`src/rtl/core/lkvc_pkg.sv`:
```
// lkvc_pkg: shared types and constants of the lru key-value cache
// request and response payloads, controller commands, table sizes
// no dependencies
`default_nettype none

package lkvc_pkg;

    localparam int ENTRIES = 16;
    localparam int IDX_W   = $clog2(ENTRIES);
    localparam int CNT_W   = $clog2(ENTRIES + 1);
    localparam int KEY_W   = 32;
    localparam int VAL_W   = 32;

    typedef enum logic [1:0] {
        REQ_READ   = 2'd0,
        REQ_INSERT = 2'd1,
        REQ_REMOVE = 2'd2,
        REQ_CLEAR  = 2'd3
    } req_type_t;

    typedef struct packed {
        req_type_t          req_type;
        logic [KEY_W-1:0]   key;
        logic [VAL_W-1:0]   write_value;
    } req_t;

    typedef struct packed {
        logic               hit;
        logic [VAL_W-1:0]   read_value;
        logic               evicted;
        logic [KEY_W-1:0]   evicted_key;
    } rsp_t;

    typedef struct packed {
        logic capture;
        logic lookup;
        logic update;
    } dp_cmd_t;

endpackage

`default_nettype wire

```
`src/rtl/core/lkvc_ctrl.sv`:
```
// lkvc_ctrl: request sequencer and output handshake of the lru key-value cache
// steps each transaction through capture, lookup and update
// depends on lkvc_pkg
`default_nettype none

module lkvc_ctrl
    import lkvc_pkg::*;
(
    input  logic    clk,
    input  logic    rst_n,
    input  logic    req_valid,
    output logic    req_ready,
    output logic    rsp_valid,
    input  logic    rsp_ready,
    output dp_cmd_t cmd
);

    typedef enum logic [2:0] {
        ST_IDLE   = 3'b001,
        ST_LOOKUP = 3'b010,
        ST_UPDATE = 3'b100
    } state_t;

    state_t state_reg;
    state_t state_next;
    logic   rsp_valid_reg;
    logic   rsp_valid_next;
    logic   slot_free;
    logic   do_update;
    logic   accept;

    assign slot_free = !rsp_valid_reg || rsp_ready;
    assign do_update = (state_reg == ST_UPDATE) && slot_free;
    assign req_ready = (state_reg == ST_IDLE) || do_update;
    assign accept    = req_valid && req_ready;

    always_comb
    begin
        state_next = state_reg;
        unique case (state_reg)
            ST_IDLE:
            begin
                if (accept)
                begin
                    state_next = ST_LOOKUP;
                end
            end
            ST_LOOKUP:
            begin
                state_next = ST_UPDATE;
            end
            ST_UPDATE:
            begin
                if (do_update)
                begin
                    state_next = accept ? ST_LOOKUP : ST_IDLE;
                end
            end
            default:
            begin
                state_next = ST_IDLE;
            end
        endcase
    end

    always_comb
    begin
        if (do_update)
        begin
            rsp_valid_next = 1'b1;
        end
        else if (rsp_ready)
        begin
            rsp_valid_next = 1'b0;
        end
        else
        begin
            rsp_valid_next = rsp_valid_reg;
        end
    end

    always_ff @(posedge clk or negedge rst_n)
    begin
        if (!rst_n)
        begin
            state_reg     <= ST_IDLE;
            rsp_valid_reg <= 1'b0;
        end
        else
        begin
            state_reg     <= state_next;
            rsp_valid_reg <= rsp_valid_next;
        end
    end

    assign rsp_valid   = rsp_valid_reg;
    assign cmd.capture = accept;
    assign cmd.lookup  = (state_reg == ST_LOOKUP);
    assign cmd.update  = do_update;

endmodule

`default_nettype wire

```
`src/rtl/core/lkvc_datapath.sv`:
```
// lkvc_datapath: key/value table, recency ranks, occupancy and capacity
// parallel key match and lru select in lookup, table update and response in update
// depends on lkvc_pkg
`default_nettype none

module lkvc_datapath
    import lkvc_pkg::*;
(
    input  logic             clk,
    input  logic             rst_n,
    input  dp_cmd_t          cmd,
    input  req_t             req,
    input  logic             cfg_we,
    input  logic [CNT_W-1:0] cfg_data,
    output rsp_t             rsp
);

    logic [KEY_W-1:0] key_reg   [ENTRIES];
    logic [VAL_W-1:0] value_reg [ENTRIES];
    logic [IDX_W-1:0] rank_reg  [ENTRIES];
    logic [ENTRIES-1:0] valid_reg;
    logic [CNT_W-1:0] occ_reg;
    logic [CNT_W-1:0] cap_reg;
    req_t             req_reg;
    rsp_t             rsp_reg;

    // lookup results
    logic             lk_hit_reg;
    logic [IDX_W-1:0] lk_hit_idx_reg;
    logic [IDX_W-1:0] lk_hit_rank_reg;
    logic             lk_full_reg;
    logic [IDX_W-1:0] lk_lru_idx_reg;
    logic [IDX_W-1:0] lk_ins_idx_reg;
    logic [VAL_W-1:0] lk_value_reg;
    logic [KEY_W-1:0] lk_lru_key_reg;

    logic [ENTRIES-1:0] match;
    logic [ENTRIES-1:0] lru_vec;
    logic [ENTRIES-1:0] avail;
    logic [IDX_W-1:0]   hit_idx;
    logic [IDX_W-1:0]   lru_idx;
    logic [IDX_W-1:0]   ins_idx;
    logic [IDX_W-1:0]   oldest_rank;
    logic [CNT_W-1:0]   eff_cap;
    logic               full;
    logic               ins_miss;

    always_comb
    begin
        if (cap_reg == '0)
        begin
            eff_cap = CNT_W'(1);
        end
        else if (cap_reg > CNT_W'(ENTRIES))
        begin
            eff_cap = CNT_W'(ENTRIES);
        end
        else
        begin
            eff_cap = cap_reg;
        end
    end

    assign full        = (occ_reg != '0) && (occ_reg >= eff_cap);
    assign oldest_rank = IDX_W'(occ_reg - CNT_W'(1));

    always_comb
    begin
        hit_idx = '0;
        lru_idx = '0;
        for (int i = 0; i < ENTRIES; i++)
        begin
            match[i]   = valid_reg[i] && (key_reg[i] == req_reg.key);
            lru_vec[i] = valid_reg[i] && (rank_reg[i] == oldest_rank);
            if (match[i])
            begin
                hit_idx = hit_idx | IDX_W'(i);
            end
            if (lru_vec[i])
            begin
                lru_idx = lru_idx | IDX_W'(i);
            end
        end
    end

    // first free slot, counting the lru slot as free when it will be evicted
    assign avail = ~valid_reg | (full ? lru_vec : '0);

    always_comb
    begin
        ins_idx = '0;
        for (int i = ENTRIES - 1; i >= 0; i--)
        begin
            if (avail[i])
            begin
                ins_idx = IDX_W'(i);
            end
        end
    end

    always_ff @(posedge clk)
    begin
        if (cmd.capture)
        begin
            req_reg <= req;
        end
        if (cmd.lookup)
        begin
            lk_hit_reg      <= |match;
            lk_hit_idx_reg  <= hit_idx;
            lk_hit_rank_reg <= rank_reg[hit_idx];
            lk_full_reg     <= full;
            lk_lru_idx_reg  <= lru_idx;
            lk_ins_idx_reg  <= ins_idx;
            lk_value_reg    <= value_reg[hit_idx];
            lk_lru_key_reg  <= key_reg[lru_idx];
        end
    end

    assign ins_miss = (req_reg.req_type == REQ_INSERT) && !lk_hit_reg;

    // key and value storage
    always_ff @(posedge clk)
    begin
        if (cmd.update && req_reg.req_type == REQ_INSERT)
        begin
            if (lk_hit_reg)
            begin
                value_reg[lk_hit_idx_reg] <= req_reg.write_value;
            end
            else
            begin
                key_reg[lk_ins_idx_reg]   <= req_reg.key;
                value_reg[lk_ins_idx_reg] <= req_reg.write_value;
            end
        end
    end

    // response
    always_ff @(posedge clk)
    begin
        if (cmd.update)
        begin
            rsp_reg.hit         <= lk_hit_reg;
            rsp_reg.read_value  <= (req_reg.req_type == REQ_READ && lk_hit_reg)
                                   ? lk_value_reg : '0;
            rsp_reg.evicted     <= ins_miss && lk_full_reg;
            rsp_reg.evicted_key <= (ins_miss && lk_full_reg) ? lk_lru_key_reg : '0;
        end
    end

    // valid bits, recency ranks, occupancy, capacity
    always_ff @(posedge clk or negedge rst_n)
    begin
        if (!rst_n)
        begin
            valid_reg <= '0;
            occ_reg   <= '0;
            cap_reg   <= CNT_W'(ENTRIES);
            for (int j = 0; j < ENTRIES; j++)
            begin
                rank_reg[j] <= '0;
            end
        end
        else
        begin
            if (cfg_we)
            begin
                cap_reg <= cfg_data;
            end
            if (cmd.update)
            begin
                unique case (req_reg.req_type)
                    REQ_READ, REQ_INSERT:
                    begin
                        if (lk_hit_reg)
                        begin
                            for (int j = 0; j < ENTRIES; j++)
                            begin
                                if (IDX_W'(j) == lk_hit_idx_reg)
                                begin
                                    rank_reg[j] <= '0;
                                end
                                else if (valid_reg[j] && rank_reg[j] < lk_hit_rank_reg)
                                begin
                                    rank_reg[j] <= rank_reg[j] + IDX_W'(1);
                                end
                            end
                        end
                        else if (req_reg.req_type == REQ_INSERT)
                        begin
                            for (int j = 0; j < ENTRIES; j++)
                            begin
                                if (IDX_W'(j) == lk_ins_idx_reg)
                                begin
                                    valid_reg[j] <= 1'b1;
                                    rank_reg[j]  <= '0;
                                end
                                else if (lk_full_reg && IDX_W'(j) == lk_lru_idx_reg)
                                begin
                                    valid_reg[j] <= 1'b0;
                                    rank_reg[j]  <= '0;
                                end
                                else if (valid_reg[j])
                                begin
                                    rank_reg[j] <= rank_reg[j] + IDX_W'(1);
                                end
                            end
                            if (!lk_full_reg)
                            begin
                                occ_reg <= occ_reg + CNT_W'(1);
                            end
                        end
                    end
                    REQ_REMOVE:
                    begin
                        if (lk_hit_reg)
                        begin
                            for (int j = 0; j < ENTRIES; j++)
                            begin
                                if (IDX_W'(j) == lk_hit_idx_reg)
                                begin
                                    valid_reg[j] <= 1'b0;
                                    rank_reg[j]  <= '0;
                                end
                                else if (valid_reg[j] && rank_reg[j] > lk_hit_rank_reg)
                                begin
                                    rank_reg[j] <= rank_reg[j] - IDX_W'(1);
                                end
                            end
                            occ_reg <= occ_reg - CNT_W'(1);
                        end
                    end
                    REQ_CLEAR:
                    begin
                        valid_reg <= '0;
                        occ_reg   <= '0;
                        for (int j = 0; j < ENTRIES; j++)
                        begin
                            rank_reg[j] <= '0;
                        end
                    end
                    default:
                    begin
                        valid_reg <= valid_reg;
                    end
                endcase
            end
        end
    end

    assign rsp = rsp_reg;

endmodule

`default_nettype wire

```
`src/rtl/core/lru_key_value_cache.sv`:
```
// lru_key_value_cache: fully associative key-value cache with lru replacement
// top level joining lkvc_ctrl and lkvc_datapath
// depends on lkvc_pkg, lkvc_ctrl, lkvc_datapath
//
//   channel | signals                        | payload
//   --------+--------------------------------+---------------------------------
//   request | req_valid / req_ready          | req: req_type, key, write_value
//   result  | rsp_valid / rsp_ready          | rsp: hit, read_value, evicted,
//           |                                |      evicted_key
//   config  | cfg_we                         | cfg_data: capacity
//
// a transaction is captured on accept, then looked up, then updated; its result is
// registered in the update step; back-to-back requests overlap (lookup over all 16 key
// comparators, then the table update, which also accepts the next request)
// reset empties the table and sets capacity to 16 at once, no clearing pass
// a result held by rsp_ready low stalls the update cycle of the next request

`default_nettype none

module lru_key_value_cache
    import lkvc_pkg::*;
(
    input  logic             clk,
    input  logic             rst_n,
    input  logic             req_valid,
    output logic             req_ready,
    input  req_t             req,
    output logic             rsp_valid,
    input  logic             rsp_ready,
    output rsp_t             rsp,
    input  logic             cfg_we,
    input  logic [CNT_W-1:0] cfg_data
);

    dp_cmd_t cmd;

    lkvc_ctrl u_ctrl (
        .clk       (clk),
        .rst_n     (rst_n),
        .req_valid (req_valid),
        .req_ready (req_ready),
        .rsp_valid (rsp_valid),
        .rsp_ready (rsp_ready),
        .cmd       (cmd)
    );

    lkvc_datapath u_datapath (
        .clk      (clk),
        .rst_n    (rst_n),
        .cmd      (cmd),
        .req      (req),
        .cfg_we   (cfg_we),
        .cfg_data (cfg_data),
        .rsp      (rsp)
    );

    a_capture_then_lookup: assert property (
        @(posedge clk) disable iff (!rst_n)
        cmd.capture |=> cmd.lookup
    ) else $error("captured transaction not looked up next cycle");

    a_no_accept_in_lookup: assert property (
        @(posedge clk) disable iff (!rst_n)
        cmd.lookup |-> !req_ready && !cmd.update
    ) else $error("accept or update during lookup");

    a_update_gives_result: assert property (
        @(posedge clk) disable iff (!rst_n)
        cmd.update |=> rsp_valid
    ) else $error("update without result");

endmodule

`default_nettype wire
```
`config.mk`:
```
export PLATFORM = sky130hd
export DESIGN_NAME = lru_key_value_cache
export DESIGN_NICKNAME = d
export VERILOG_FILES = /design/src/rtl/core/lkvc_pkg.sv /design/src/rtl/core/lkvc_ctrl.sv /design/src/rtl/core/lkvc_datapath.sv /design/src/rtl/core/lru_key_value_cache.sv
export SDC_FILE = /design/constraint.sdc
export NUM_CORES = 2
export LEC_CHECK = 0
export ABC_AREA = 1
export BUFFER_PORTS_ARGS = -buffer_cell sky130_fd_sc_hd__buf_2
export CAP_MARGIN = 40
export CORE_AREA = 2 2 343 345
export CTS_CLUSTER_DIAMETER = 30
export DETAILED_ROUTE_END_ITERATION = 10
export DIE_AREA = 0 0 345 347
export PLACE_DENSITY = 0.73
export RECOVER_POWER = 50
export SYNTH_ARGS = -nofsm -noshare
export SYNTH_HDL_FRONTEND = slang
export SYNTH_SLANG_ARGS = --single-unit
```
`constraint.sdc`:
```
create_clock -name clk -period 7.2 [get_ports clk]
set_input_delay 0.72 -clock clk [delete_from_list [all_inputs] [get_ports clk]]
set_output_delay 0.72 -clock clk [all_outputs]
set_load 0.03 [all_outputs]
```
==> flow_summary.yaml <==
run_status:
  outcome: "finished with violations"
  violations: "design-rule violations, max-capacitance violations, max-slew violations"
power:
  power.density_nw_per_um2: 531
  max-vdd-ir-drop_mv: 0.679
  power.leakage_uw: 0.0305
clocking:
  cts_num_sinks: 1332
  clock_latency_ps: 930
  maximum_clock_path_buffer_count: 4
  cts_root_buf: "sky130_fd_sc_hd__clkbuf_16"
  cts_buffers: 304
  htree_num_levels: 5
  clk_pin_slew_ps: 50
  cts_post_setup_buffers_inserted: 0
  cts_tree: "done"
finish:
  layout_commonest_cell: "sky130_fd_sc_hd__nand2_1"
  layout.nets: 7004
  mostFrequentLayoutCells: "1530 x sky130_fd_sc_hd__nand2_1, 1238 x sky130_fd_sc_hd__edfxtp_1, 692 x sky130_fd_sc_hd__nand3_1"
  post_route_cells_drive_above_1_share_pct: 10.7
  n_fill_cell: 8499
  area_growth_syn_to_layout_pct: 20.0
die:
  start_util_pct: 56.8
  rows: 125
  fp.coreArea_um2: 116000
  ios: 144
  die_area_um2: 120000
  die_height_um: 347
  die-width_um: 345
detailed_routing:
  drt_pre_antenna_iters: 11
  viasPerCell: 6.49
  drc: 2
  routed-via-count: 55646
  drt_iter0_markers: 9150
  routedWlPerCell_um: 28.3
  route.antenna.remaining_nets: 0
  finalWirelength_um: 243000
placement:
  dp_slack_ps: 2030
  gp_congestion: 1.03
  post_dp_hpwl_um: 151000
  i_o_buffers: 143
timing:
  timing.final.crit_share_pct: 90.5
  crit_path_time_final_ps: 6520
  worstMarginPinSlew_ps: 2950
  layout_setup_ws_ps: 682
  final_max_slew_viol_count: 856
  setup_repair_after_global_routing_missed_its_margin: "no"
  max_clock_freq_mhz: 153
  finalSetupTns_ps: 0
  setup_viol: 0
  finClkSkew_ps: 94.3
  max_slew_margin_pct: -97.0
  finalHoldViolations: 0
yosys:
  post_synth_instance_area_um2: 65700
  ys_types: 67
  seq_total_area_yosys_pct: 60.2
  synth.avg_cell_area_um2: 10.0
  async_flop_share_pct: 7.06
  synthesis.yosys.warnings: 0
  synthFlopType: "sky130_fd_sc_hd__edfxtp_1"
  synth_enable_flop_cells: 1238
  yosys_register_bits: 1332
  post_synth_inst_count: 6537
  synth_nets: 6716
global_routing:
  number_of_antenna_violations_at_the_first_check_in_global_routing: 8
  overflow: 0
  first_global_vias: 53488
  pin_count_of_the_biggest_net_entering_global_routing: 201
  first_pass_grt_wire_length_um: 350000
  groute.usage.overall_pct: 39.8
flow_run:
  cap_viol_max_count: 31
critical_path:
  r2r_path_start: "u_datapath.req_reg[56]$_DFFE_PP_"
  worstSetupEndpointType: "flip-flop"
  crit_fanout: 200
  start_kind: "flip-flop"
  crit_arrival_ps: 7260
  critPathLaunch: "u_datapath.req_reg[56]$_DFFE_PP_"
  worst-endpoint-required_ps: 7950
  timing.setup.critical_path_class: "flip-flop to flip-flop"
hold_path:
  min_path_type: "primary input to flip-flop"
  worst_min_path_start: "req[8]"
==> what timing repair did <==
action	CTS	global route
hold endpoints to repair	88	0
hold buffers	50	0
resized for setup	0	0
==> metal layers <==
layer / part of all wire, % / GRT usage (%) / vias to the layer above
met3: 16 / 13.4 / 917
met1: 36 / 53.0 / 26350
li1: - / - / 23658
met5: 0.029 / 0 / -
met4: 6.1 / 21.8 / 12
met2: 42 / 57.5 / 4709
==> power breakdown <==
group / switching, uW / total (uW) / internal (uW)
registers: 897 / 10600 / 9680
logic: 13300 / 17800 / 4460
clock network: 4350 / 13500 / 9170
total: 18600 / 41900 / 23300
==> cell type report <==
| class | count | area (um^2) | area share [%] |
|---|---|---|---|
| tap | 1524 | 1910 | 2.42 |
| inverter | 539 | 2020 | 2.57 |
| sequential | 1332 | 39500 | 50.2 |
| timing repair buffer | 356 | 2920 | 3.71 |
| antenna | 3 | 7.51 | 0.00952 |
| multi-input combinational | 4292 | 22500 | 28.5 |
| clock inverter | 184 | 2050 | 2.60 |
| clock buffer | 342 | 7920 | 10.0 |
==> cells in the mapped netlist, drive strengths merged, types with 3 or more instances <==
| master | count | area, um^2 |
|---|---|---|
| o211a | 3 | 30.0 |
| nand3 | 694 | 3480 |
| a21oi | 259 | 1320 |
| buf | 281 | 1660 |
| inv | 535 | 2010 |
| o2111ai | 30 | 263 |
| o31ai | 8 | 60.1 |
| xor2 | 166 | 1450 |
| and3 | 4 | 25.0 |
| o221ai | 8 | 70.1 |
| o211ai | 123 | 923 |
| nor4 | 57 | 369 |
| o311ai | 5 | 43.8 |
| ha | 103 | 1290 |
| nor3b | 4 | 30.0 |
| a22o | 3 | 26.3 |
| a221oi | 19 | 166 |
| clkbuf | 93 | 349 |
| o21ai | 491 | 2460 |
| o22ai | 166 | 1040 |
| a31oi | 21 | 131 |
| nor2 | 342 | 1320 |
| mux2i | 4 | 40.0 |
| dfrtp | 92 | 2300 |
| a31o | 6 | 52.6 |
| clkinv | 4 | 15.0 |
| a211oi | 25 | 188 |
| nand4 | 45 | 288 |
| xnor2 | 76 | 666 |
| edfxtp | 1238 | 37200 |
| a311oi | 3 | 26.3 |
| a2111oi | 3 | 45.1 |
| nand2 | 1542 | 5830 |
| nor3 | 54 | 280 |
| or2 | 11 | 68.8 |
==> metrics by stage <==
stage	cell area, um^2	power, uW	util [%]	hold slack, ps	std cells
floorplan	65700	20700	-	421	6537
global placement	67700	27000	58.5	522	7954
detailed placement	68600	27200	59.3	534	7993
CTS	79100	40700	68.3	1.38	8569
global route	78800	42900	68.1	30.1	8570
finish	78800	41900	68.1	41.6	8572
==> final timing paths <==
path	depth (start not counted)	slack [ps]	to
setup / recovery	18	680	u_datapath.lk_value_reg[5]$_DFFE_PP_
hold / removal	1	40	u_datapath.req_reg[8]$_DFFE_PP_
setup reg to reg	18	680	u_datapath.lk_value_reg[5]$_DFFE_PP_
hold reg to reg	2	540	u_datapath.rsp[47]$_SDFFCE_PN0P_
max in group asynchronous	3	4140	u_datapath.valid_reg[11]$_DFFE_PN0P_
min in group asynchronous	2	1160	u_datapath.rank_reg[23]$_DFFE_PN0P_
==> kinds of logic (layout without fill, tap and decap cells) <==
family	after synthesis	in the layout	share of synthesized area, %
buffers and inverters	913	1421	6.14
xor gates and xnor gates	242	242	3.23
muxes	6	6	0.0952
DFF	1332	1332	60.2
other	0	3	0
adders and majority gates	103	103	1.96
AOI/OAI and AO/OA	1184	1184	10.6
and+or+nand+nor	2757	2757	17.8
==> critical path, cell delays in order, from the launching register on <==
cell,delay [ps]
sky130_fd_sc_hd__edfxtp_1,320
sky130_fd_sc_hd__clkbuf_1,1860
sky130_fd_sc_hd__inv_2,670
sky130_fd_sc_hd__o22ai_1,330
sky130_fd_sc_hd__nor3_1,80
sky130_fd_sc_hd__nand3_1,80
sky130_fd_sc_hd__nor2_1,70
sky130_fd_sc_hd__nand3_1,150
sky130_fd_sc_hd__nand2_1,210
sky130_fd_sc_hd__nor2_4,230
sky130_fd_sc_hd__buf_4,210
sky130_fd_sc_hd__buf_16,300
sky130_fd_sc_hd__buf_12,480
sky130_fd_sc_hd__nand3_1,210
sky130_fd_sc_hd__nand2_1,160
sky130_fd_sc_hd__nand2_1,80
sky130_fd_sc_hd__nand3_1,110
sky130_fd_sc_hd__nand3_1,110
sky130_fd_sc_hd__nand2_1,120
Power figures use the tool's default switching activity.
